==> config.mk <==
export PLATFORM = sky130hd
export DESIGN_NAME = ddo_ctrl
export DESIGN_NICKNAME = d
export VERILOG_FILES = /design/src/hdl/ddo_pkg.sv /design/src/hdl/ddo_ctrl.sv
export SDC_FILE = /design/constraint.sdc
export NUM_CORES = 1
export LEC_CHECK = 0
export BUFFER_PORTS_ARGS = -buffer_cell sky130_fd_sc_hd__buf_2
export CAP_MARGIN = 25
export CORE_MARGIN = 4
export CORE_UTILIZATION = 40
export CTS_BUF_LIST = sky130_fd_sc_hd__clkbuf_4 sky130_fd_sc_hd__clkbuf_8
export DETAILED_ROUTE_END_ITERATION = 8
export PLACE_DENSITY_LB_ADDON = 0.05
export SYNTH_ARGS = -nofsm -noshare
export SYNTH_HDL_FRONTEND = slang
export SYNTH_SLANG_ARGS = --single-unit
==> constraint.sdc <==
create_clock -name clk -period 1.5 [get_ports clk]
set_input_delay 0.225 -clock clk [delete_from_list [all_inputs] [get_ports clk]]
set_output_delay 0.225 -clock clk [all_outputs]
set_load 0.02 [all_outputs]
==> src/hdl/ddo_pkg.sv <==
// Package for the differential drive odometry block.
// Holds payload types, controller codes, fixed-point constants and helper functions.
// Depends on nothing; every other file of the block imports it.
package ddo_pkg;

  // Sine/cosine iteration count and derived counter width.
  localparam int CORDIC_STEPS = 16;
  localparam int CORD_CNT_W   = $clog2(CORDIC_STEPS);

  // Long division: one quotient bit per cycle over the full dividend.
  localparam int DIV_STEPS = 56;
  localparam int DIV_CNT_W = $clog2(DIV_STEPS);

  // Fixed-point constants.
  localparam logic signed [33:0] CORDIC_GAIN = 34'sd652032874;   // 0.6072529350 in Q1.30
  localparam logic signed [32:0] RAD_TO_BAM  = 33'sd683565276;   // 2^16 / (2 pi) in Q16
  localparam logic signed [32:0] SPEED_SCALE = 33'sd1000000;     // microseconds per second

  // Configuration register indexes.
  localparam logic REG_RADIUS = 1'b0;
  localparam logic REG_TRACK  = 1'b1;

  typedef struct packed {
    logic signed [31:0] left_angle;
    logic signed [31:0] right_angle;
    logic        [31:0] time_us;
  } in_item_t;

  typedef struct packed {
    logic signed [31:0] pos_x;
    logic signed [31:0] pos_y;
    logic        [31:0] heading;
    logic signed [15:0] quat_z;
    logic signed [15:0] quat_w;
    logic signed [31:0] linear_speed;
    logic signed [31:0] angular_speed;
    logic               dt_zero;
  } out_item_t;

  typedef enum logic [4:0] {
    ST_IDLE,
    ST_MUL_DS,
    ST_MUL_DTH,
    ST_DIV_DTH_GO,
    ST_DIV_DTH,
    ST_MUL_BAM,
    ST_HEAD,
    ST_CORD_POS_GO,
    ST_CORD_POS,
    ST_MUL_X,
    ST_MUL_Y,
    ST_ADD_Y,
    ST_CORD_Q,
    ST_MUL_LIN,
    ST_DIV_LIN_GO,
    ST_DIV_LIN,
    ST_MUL_ANG,
    ST_DIV_ANG_GO,
    ST_DIV_ANG,
    ST_DONE
  } state_t;

  typedef enum logic [4:0] {
    OP_NONE,
    OP_LOAD,
    OP_MUL_DS,
    OP_MUL_DTH,
    OP_DIV_DTH_GO,
    OP_DTH_ZERO,
    OP_DTH_TAKE,
    OP_MUL_BAM,
    OP_HEAD,
    OP_CORD_POS_GO,
    OP_MUL_X,
    OP_MUL_Y,
    OP_ADD_Y,
    OP_QUAT,
    OP_MUL_LIN,
    OP_SPD_ZERO,
    OP_DIV_LIN_GO,
    OP_LIN_TAKE,
    OP_MUL_ANG,
    OP_DIV_ANG_GO,
    OP_ANG_TAKE,
    OP_OUT
  } op_t;

  typedef struct packed {
    op_t op;
  } dp_cmd_t;

  typedef struct packed {
    logic div_done;
    logic cord_done;
    logic sep_zero;
    logic dt_zero;
  } dp_status_t;

  // Clamp a wide signed value to the signed 32-bit range.
  function automatic logic [31:0] sat32(input logic signed [66:0] v);
    logic [31:0] r;
    if (v > 67'sd2147483647) begin
      r = 32'h7fff_ffff;
    end else if (v < -67'sd2147483648) begin
      r = 32'h8000_0000;
    end else begin
      r = v[31:0];
    end
    return r;
  endfunction

  // Arctangent of 2^-i as a binary angle.
  function automatic logic [31:0] atan_bam(input logic [4:0] i);
    logic [31:0] r;
    case (i)
      5'd0:  r = 32'h20000000;
      5'd1:  r = 32'h12E4051E;
      5'd2:  r = 32'h09FB385B;
      5'd3:  r = 32'h051111D4;
      5'd4:  r = 32'h028B0D43;
      5'd5:  r = 32'h0145D7E1;
      5'd6:  r = 32'h00A2F61E;
      5'd7:  r = 32'h00517C55;
      5'd8:  r = 32'h0028BE53;
      5'd9:  r = 32'h00145F2F;
      5'd10: r = 32'h000A2F98;
      5'd11: r = 32'h000517CC;
      5'd12: r = 32'h00028BE6;
      5'd13: r = 32'h000145F3;
      5'd14: r = 32'h0000A2FA;
      5'd15: r = 32'h0000517D;
      5'd16: r = 32'h000028BE;
      5'd17: r = 32'h0000145F;
      5'd18: r = 32'h00000A30;
      5'd19: r = 32'h00000518;
      5'd20: r = 32'h0000028C;
      5'd21: r = 32'h00000146;
      5'd22: r = 32'h000000A3;
      5'd23: r = 32'h00000051;
      5'd24: r = 32'h00000029;
      5'd25: r = 32'h00000014;
      5'd26: r = 32'h0000000A;
      5'd27: r = 32'h00000005;
      5'd28: r = 32'h00000003;
      5'd29: r = 32'h00000001;
      5'd30: r = 32'h00000001;
      default: r = 32'h00000000;
    endcase
    return r;
  endfunction

endpackage

==> src/hdl/ddo_ctrl.sv <==
// Controller of the odometry block: sequences the datapath per sample.
// Owns the input and output handshakes; talks to the datapath by command and status.
// Depends on ddo_pkg.
module ddo_ctrl
  import ddo_pkg::*;
(
  input  logic       clk,
  input  logic       rst,
  input  logic       in_valid,
  output logic       in_ready,
  output logic       out_valid,
  input  logic       out_ready,
  input  dp_status_t status,
  output dp_cmd_t    cmd
);

  state_t state;
  state_t state_next;
  logic   load_out;

  assign load_out = (state == ST_DONE) && (!out_valid || out_ready);

  always_ff @(posedge clk) begin
    if (rst) begin
      state <= ST_IDLE;
    end else begin
      state <= state_next;
    end
  end

  // Output beat register: held until the receiver takes it.
  always_ff @(posedge clk) begin
    if (rst) begin
      out_valid <= 1'b0;
    end else if (load_out) begin
      out_valid <= 1'b1;
    end else if (out_ready) begin
      out_valid <= 1'b0;
    end
  end

  // Next state.
  always_comb begin
    state_next = state;
    unique case (state)
      ST_IDLE:        if (in_valid) state_next = ST_MUL_DS;
      ST_MUL_DS:      state_next = ST_MUL_DTH;
      ST_MUL_DTH:     state_next = ST_DIV_DTH_GO;
      ST_DIV_DTH_GO:  state_next = status.sep_zero ? ST_MUL_BAM : ST_DIV_DTH;
      ST_DIV_DTH:     if (status.div_done) state_next = ST_MUL_BAM;
      ST_MUL_BAM:     state_next = ST_HEAD;
      ST_HEAD:        state_next = ST_CORD_POS_GO;
      ST_CORD_POS_GO: state_next = ST_CORD_POS;
      ST_CORD_POS:    if (status.cord_done) state_next = ST_MUL_X;
      ST_MUL_X:       state_next = ST_MUL_Y;
      ST_MUL_Y:       state_next = ST_ADD_Y;
      ST_ADD_Y:       state_next = ST_CORD_Q;
      ST_CORD_Q:      if (status.cord_done) state_next = ST_MUL_LIN;
      ST_MUL_LIN:     state_next = status.dt_zero ? ST_DONE : ST_DIV_LIN_GO;
      ST_DIV_LIN_GO:  state_next = ST_DIV_LIN;
      ST_DIV_LIN:     if (status.div_done) state_next = ST_MUL_ANG;
      ST_MUL_ANG:     state_next = ST_DIV_ANG_GO;
      ST_DIV_ANG_GO:  state_next = ST_DIV_ANG;
      ST_DIV_ANG:     if (status.div_done) state_next = ST_DONE;
      ST_DONE:        if (load_out) state_next = ST_IDLE;
      default:        state_next = ST_IDLE;
    endcase
  end

  // Commands to the datapath.
  always_comb begin
    in_ready = 1'b0;
    cmd.op   = OP_NONE;
    unique case (state)
      ST_IDLE: begin
        in_ready = 1'b1;
        if (in_valid) cmd.op = OP_LOAD;
      end
      ST_MUL_DS:      cmd.op = OP_MUL_DS;
      ST_MUL_DTH:     cmd.op = OP_MUL_DTH;
      ST_DIV_DTH_GO:  cmd.op = status.sep_zero ? OP_DTH_ZERO : OP_DIV_DTH_GO;
      ST_DIV_DTH:     if (status.div_done) cmd.op = OP_DTH_TAKE;
      ST_MUL_BAM:     cmd.op = OP_MUL_BAM;
      ST_HEAD:        cmd.op = OP_HEAD;
      ST_CORD_POS_GO: cmd.op = OP_CORD_POS_GO;
      ST_CORD_POS:    cmd.op = OP_NONE;
      ST_MUL_X:       cmd.op = OP_MUL_X;
      ST_MUL_Y:       cmd.op = OP_MUL_Y;
      ST_ADD_Y:       cmd.op = OP_ADD_Y;
      ST_CORD_Q:      if (status.cord_done) cmd.op = OP_QUAT;
      ST_MUL_LIN:     cmd.op = status.dt_zero ? OP_SPD_ZERO : OP_MUL_LIN;
      ST_DIV_LIN_GO:  cmd.op = OP_DIV_LIN_GO;
      ST_DIV_LIN:     if (status.div_done) cmd.op = OP_LIN_TAKE;
      ST_MUL_ANG:     cmd.op = OP_MUL_ANG;
      ST_DIV_ANG_GO:  cmd.op = OP_DIV_ANG_GO;
      ST_DIV_ANG:     if (status.div_done) cmd.op = OP_ANG_TAKE;
      ST_DONE:        if (load_out) cmd.op = OP_OUT;
      default:        cmd.op = OP_NONE;
    endcase
  end

endmodule

Word-level counts from Yosys, hierarchy flattened. Cells that the tools add are included.

Register bits after elaboration: 6. Latch bits: 0. Memory bits (writable): 0. Memory bits (read-only): 0. Input port bits: 8. Output and inout bits: 7. Word-level logic and storage cells: 55. Memories: 0.

$add $sub $neg: 0. Multiply operators: 0. Divide/modulo/power cells: 0. $lt $le $gt $ge: 0. Equal/unequal tests: 26. Shift operators: 0. Multiplexer cells: 21. Bitwise operators: 0. Reduce and logical (&&, ||, !) cells: 6.

Operators with widths (count): 5-bit case mux with 20 select lines (1); 5-bit case mux with 19 select lines (1); 5-bit 2-to-1 mux (11); 5-bit by 4-bit == test with 1-bit output (second input constant) (8); 5-bit by 3-bit == test with 1-bit output (second input constant) (4); 5-bit == test (second input constant) (4); 2-bit != test (second input constant) (7); 5-bit by 2-bit == test with 1-bit output (second input constant) (2); 7-bit AND reduction (1); 1-bit 2-to-1 mux (6); 5-bit by 1-bit == test with 1-bit output (second input constant) (1); 5-bit zero test (1); 4-bit 2-to-1 mux (1); 3-bit 2-to-1 mux (1); 2-bit nonzero test (1); 1-bit logical AND (1); 1-bit zero test (1); 1-bit logical OR (1).

Depth between registers and ports, before layout. Gate-level depths: netlist of run 1.

Depth after elaboration: 5. Gate-level depth with buffers: 6.

Worst setup path before layout of run 1. OpenSTA, ideal clock, no wires.

Path type: register -> output. Start: register state[0]. End: output port cmd[1] in the netlist's numbering. Arrival: 1.547 ns. Slack: -0.272 ns. Cell stages (with the launch flop): 5. Path buffers: 2. Cells stage by stage: dfxtp_1 > clkbuf_1 > buf_1 > a31oi_1 > o32ai_1.

RTL lines: start, declared (RTL line ddo_ctrl.sv:17) `state_t state;`; start signal, assigned (RTL line ddo_ctrl.sv:27) `state <= state_next;`; end, declared (RTL line ddo_ctrl.sv:14) `output dp_cmd_t cmd`.

==> results of run 1 <==
## repair_timing
action / in CTS / in global routing
setup buffers: 5 / 0
gates resized for setup: 26 / 37
endpoints found under the setup margin: 8 / 10
gates cloned: 0 / 1
pin swaps: 5 / 13
## cell type report
cell class / count / area, µm² / area share, %
multi-input combinational: 75 / 664 / 51.8
tap: 16 / 20.0 / 1.56
inverter: 4 / 18.8 / 1.46
sequential: 6 / 134 / 10.4
timing repair buffer: 50 / 423 / 33.0
clock buffer: 3 / 22.5 / 1.76
## layout by cell type, fill, tap and decap left out, types with 2 or more instances in the layout
master,count
nand3_1,2
nor2b_1,2
nor2b_4,4
dfxtp_2,2
clkbuf_4,3
a311oi_2,2
a211o_1,3
o21ai_2,4
buf_6,10
buf_2,8
a32oi_1,2
dfxtp_4,3
nand2b_1,4
a21oi_1,4
o211ai_1,3
nor2_1,3
a31oi_1,3
nand2b_4,3
buf_4,30
nor2_4,2
a21oi_2,2
inv_1,2
a31oi_2,2
nand2_1,3
o21ai_0,2
## registers in the layout, summed over array words and instances, names as in the netlist
name and count:
out_valid 1, state 5
## cell families after synthesis
logic type / share of synthesized area [%]
buffers and inverters: 8.90
and+or+nand+nor: 30.1
muxes: 3.71
AOI/OAI and AO/OA: 39.5
DFF: 17.8
## power breakdown
part,switching [mW],internal [mW],total (mW)
clock network,0.0679,0.0911,0.159
logic,0.815,0.862,1.68
registers,0.0786,0.210,0.289
## final timing paths
| path | startpoint | end | slack, ps | depth (start not counted) |
|---|---|---|---|---|
| max reg2reg | state[3]$_SDFFE_PP0P_ | state[3]$_SDFFE_PP0P_ | -150 | 4 |
| max | state[3]$_SDFFE_PP0P_ | cmd[2] | -310 | 6 |
| min reg2reg | state[0]$_SDFFE_PP0P_ | out_valid$_SDFFE_PP0P_ | 710 | 3 |
| min | rst | state[0]$_SDFFE_PP0P_ | 250 | 2 |
## metal layers
layer	global-route usage, %	wire (µm)	vias up
met2	32.2	1410	63
met1	27.4	1200	462
li1	-	-	450
met4	11.7	138	0
met3	3.36	229	17
met5	0	0	-
## cell usage after synthesis, drive strengths merged, types with 2 or more instances
cell type | instances | area (µm²)
a21oi | 6 | 30.0
dfxtp | 6 | 120
a311oi | 2 | 23.8
o2111ai | 2 | 17.5
a31oi | 5 | 31.3
nand2 | 3 | 11.3
nor3 | 3 | 15.0
nand3 | 3 | 15.0
and3 | 2 | 17.5
nor2b | 6 | 37.5
o22ai | 2 | 12.5
o21ai | 7 | 35.0
o211ai | 3 | 22.5
inv | 4 | 15.0
nand2b | 7 | 43.8
a211oi | 2 | 15.0
a32oi | 2 | 17.5
buf | 6 | 26.3
clkbuf | 5 | 18.8
nor2 | 6 | 22.5
a211o | 3 | 26.3
## metrics by stage
step                hold WS, ps  total power, mW  area (µm²)  cells  util (%)
finish                      254             2.12        1280    154      83.2
global route                280             2.25        1280    154      83.2
CTS                         234             1.79        1100    153      71.4
detailed placement          511             1.47         960    145      62.3
global placement            502             1.47         960    145      62.3
floorplan                   500            0.978         712     96         -
==> results.sh, run 1 <==
export IMPL_cp_slowest_stage_delay_ps=370
export IMPL_die_h_um=49.1
export IMPL_dp_hpwl_um=1660
export IMPL_crit_type="register to output pin"
export IMPL_viasPerCell=6.44
export IMPL_worst_path_max_delay_cell="dfxtp_4"
export IMPL_clock_latency_ps=260
export IMPL_layout_min_cycle_time_ps=1810
export IMPL_report_final_slew_viol_count=0
export IMPL_area_growth_pct=90.2
export IMPL_dieArea_um2=2410
export IMPL_fp_dieW_um=49.1
export IMPL_critPathBufInv=2
export IMPL_cts_root_buf="clkbuf_4"
export IMPL_hold_viol_final=0
export IMPL_path_max_fanout=7
export IMPL_fill_cells=83
export IMPL_grt_pass1_wl_um=4060
export IMPL_htree_levels=1
export IMPL_path_cells="buf_12 > mux2i_2 > a211oi_2 > a31oi_1 > o21ai_1 > buf_4"
export IMPL_slew_headroom_pct=77.7
export IMPL_setup_slack_ps=-314
export IMPL_avgSynthCellArea_um2=7.02
export IMPL_ir_drop_mv=1.40
export IMPL_clk_pin_slew_ps=50
export IMPL_io_buffers=14
export IMPL_drt_pass1_iterations=4
export IMPL_ys_async_sr_fraction_pct=0
export IMPL_clock_sinks=6
export IMPL_ys_warn_count=0
export IMPL_final_layout_size_suffix_gt1_share_pct=66.7
export IMPL_io_pins=15
export IMPL_ant_nets=0
export IMPL_fin_crit_sh_pct=121
export IMPL_cts_inserted_buffers=3
export IMPL_worst_pin_slew_ps=332
export IMPL_drc=0
export IMPL_cts_tree="built"
export IMPL_finalSetupTns_ps=-1170
export IMPL_violations="setup timing"
export IMPL_synthCells=96
export IMPL_nets=148
export IMPL_grt_pass1_vias=915
export IMPL_synth_seq_cells=6
export IMPL_cts_hold_buf=0
export IMPL_min_path_type="primary input to register"
export IMPL_arrival_ps=1590
export IMPL_endpoint_kind="output pin"
export IMPL_synth_ff_type="dfxtp_1"
export IMPL_coreArea_um2=1540
export IMPL_grt_max_degree=15
export IMPL_synth_edf_count=0
export IMPL_dr_first_iter_drc_count=31
export IMPL_drv_cap=0
export IMPL_antenna_found_initial=0
export IMPL_outcome="finished, violations left"
export IMPL_grt_setup_unrepaired="yes"
export IMPL_routabilityCongestion=0.912
export IMPL_p_per_area_nw_per_um2=1660
export IMPL_synth_yosys_seq_area_share_pct=17.8
export IMPL_wire_per_inst_um=19.3
export IMPL_critPathLaunchType="register"
export IMPL_power_leakage_nw=0.514
export IMPL_max_freq_mhz=551
export IMPL_cp_required_ps=1270
export IMPL_gr_total_overflow=0
export IMPL_setup_viol=9
export IMPL_synth_fp_nets=104
export IMPL_cts_path_max_buffers=2
export IMPL_wl_um=2980
export IMPL_synth_cell_types=36
export IMPL_pre_cts_slack_ps=-65.2
export IMPL_num_vias=992
export IMPL_grt_usage_pct=21.0
export IMPL_rows=14
export IMPL_mappedNetlistArea_um2=674
export IMPL_finClkSkew_ps=8.16
export IMPL_diodes=0
export IMPL_initial_core_util_pct=43.8
export IMPL_cp_top_family="compound AO/OA/AOI/OAI gates"
No activity file was read; power rests on OpenSTA's default activity.
==> run 2, diff against run 1 <==
--- a/config.mk
+++ b/config.mk
@@ -7,8 +7,10 @@
 export LEC_CHECK = 0
 export BUFFER_PORTS_ARGS = -buffer_cell sky130_fd_sc_hd__buf_2
 export CAP_MARGIN = 25
+export CELL_PAD_IN_SITES_DETAIL_PLACEMENT = 0
+export CELL_PAD_IN_SITES_GLOBAL_PLACEMENT = 2
 export CORE_MARGIN = 4
-export CORE_UTILIZATION = 40
+export CORE_UTILIZATION = 27
 export CTS_BUF_LIST = sky130_fd_sc_hd__clkbuf_4 sky130_fd_sc_hd__clkbuf_8
 export DETAILED_ROUTE_END_ITERATION = 8
 export PLACE_DENSITY_LB_ADDON = 0.05
==> results.sh, run 2 (synthesis results as in run 1) <==
export IMPL_num_vias=960
export IMPL_cts_tree="built"
export IMPL_htree_levels=1
export IMPL_fp_dieW_um=58.0
export IMPL_combinationalPowerShare_pct=79.9
export IMPL_slew_headroom_pct=78.1
export IMPL_io_buffers=14
export IMPL_cp_required_ps=1630
export IMPL_viasPerCell=5.58
export IMPL_max_freq_mhz=577
export IMPL_cts_root_buf="clkbuf_4"
export IMPL_gr_total_overflow=0
export IMPL_hold_viol_final=0
export IMPL_final_common_cell="buf_4"
export IMPL_min_path_type="primary input to register"
export IMPL_setup_viol=10
export IMPL_nets=154
export IMPL_largest_register_ffs=5
export IMPL_clock_power_share_pct=6.8
export IMPL_largest_register="state"
export IMPL_swShare_pct=43.5
export IMPL_finalSetupTns_ps=-1290
export IMPL_largestRegisters="state x5, out_valid x1"
export IMPL_rows=17
export IMPL_ant_nets=0
export IMPL_power_switching_uw=963
export IMPL_wl_um=2920
export IMPL_grt_pass1_vias=921
export IMPL_drc=0
export IMPL_cts_inserted_buffers=3
export IMPL_fin_util_pct=58.8
export IMPL_grt_usage_pct=16.7
export IMPL_final_layout_size_suffix_gt1_share_pct=64.6
export IMPL_report_final_slew_viol_count=0
export IMPL_path_max_fanout=5
export IMPL_dp_hpwl_um=1940
export IMPL_grt_setup_unrepaired="yes"
export IMPL_layout_cells_non_filler=172
export IMPL_clock_sinks=6
export IMPL_crit_type="register to register"
export IMPL_final_cell_mix="buf_4, buf_6, buf_2"
export IMPL_endpoint_kind="register"
export IMPL_clock_latency_ps=240
export IMPL_grt_pass1_wl_um=4360
export IMPL_area_growth_pct=100
export IMPL_dpl_cell_count=158
export IMPL_dieArea_um2=3360
export IMPL_seq_power_share_pct=13.3
export IMPL_arrival_ps=1860
export IMPL_power_leakage_nw=0.543
export IMPL_cts_path_max_buffers=2
export IMPL_outcome="finished, violations left"
export IMPL_violations="setup timing"
export IMPL_critPathLaunchType="register"
export IMPL_drv_cap=0
export IMPL_wire_per_inst_um=17.0
export IMPL_finClkSkew_ps=1.39
export IMPL_p_int_mw=1.25
export IMPL_ir_drop_mv=0.995
export IMPL_clk_pin_slew_ps=50
export IMPL_diodes=0
export IMPL_dr_first_iter_drc_count=24
export IMPL_initial_core_util_pct=29.4
export IMPL_routabilityCongestion=0.758
export IMPL_layout_min_cycle_time_ps=1730
export IMPL_io_pins=15
export IMPL_worst_pin_slew_ps=326
export IMPL_p_per_area_nw_per_um2=1640
export IMPL_antenna_found_initial=0
export IMPL_grt_max_degree=12
export IMPL_setup_slack_ps=-233
export IMPL_fin_crit_sh_pct=116
export IMPL_die_h_um=58.0
export IMPL_drt_pass1_iterations=4
export IMPL_cts_hold_buf=0
export IMPL_coreArea_um2=2300
-- run 2: cell types whose count changed in the layout (fill, tap and decap cells not counted), sizes merged --
cell / before / now
buf: 49 / 54
clkbuf: 4 / 5
clkinvlp: 1 / 0
inv: 3 / 4
-- run 2: area by class of cell --
class / instances / area, µm²
fillers: 224 / 947
multi-input cells: 75 / 646
repair buffers: 56 / 495
flip-flops and latches: 6 / 136
well taps: 28 / 35.0
clock buffers: 3 / 22.5
inverters: 4 / 15.0
-- run 2: per-layer routing --
metal	share of wire [%]	wire [µm]	GRT usage, %
met1	46	1340	22.7
met3	4.2	122	0.891
met5	0	0	0
met4	0.51	15	5.96
met2	49	1440	27.6
-- run 2: per-stage QoR --
step | hold slack, ps | setup slack (ps) | area [µm²] | power [mW]
3_5_place_dp | 514 | -79.2 | 982 | 1.46
6_report | 269 | -233 | 1350 | 2.21
5_1_grt | 280 | -284 | 1350 | 2.35
3_3_place_gp | 511 | -127 | 982 | 1.47
4_1_cts | 257 | -197 | 1150 | 1.85
2_1_floorplan | 500 | -85.9 | 712 | 0.978
-- run 2: worst max-delay path, cell delays in order (launching register included) --
cell	delay (ps)
dfxtp_4	360
buf_4	120
clkbuf_16	130
buf_4	110
nand3_1	80
a211o_1	330
and3_4	200
mux2_4	290
-- run 2: final timing paths --
check	cells after the start	end	slack (ps)	startpoint
worst min register to register	2	state[2]$_SDFFE_PP0P_	650	state[2]$_SDFFE_PP0P_
worst max register to register	7	state[3]$_SDFFE_PP0P_	-230	state[3]$_SDFFE_PP0P_
worst max-delay path	7	state[3]$_SDFFE_PP0P_	-230	state[3]$_SDFFE_PP0P_
worst min-delay path	2	state[4]$_SDFFE_PP0P_	270	rst
-- run 2: power by group through the flow --
stage / Combinational [mW] / Sequential (mW) / Clock (mW)
after CTS: 1.41 / 0.278 / 0.156
after detailed placement: 1.20 / 0.265 / 0
after global routing: 1.89 / 0.305 / 0.160
after floorplan: 0.762 / 0.216 / 0
final: 1.77 / 0.295 / 0.150
after global placement: 1.20 / 0.275 / 0
-- run 2: what timing repair did --
item	4_1_cts	5_1_grt
pin swaps	9	13
buffers inserted	4	5
resized for setup	30	31
gates cloned	0	2
endpoints found under the setup margin	8	11
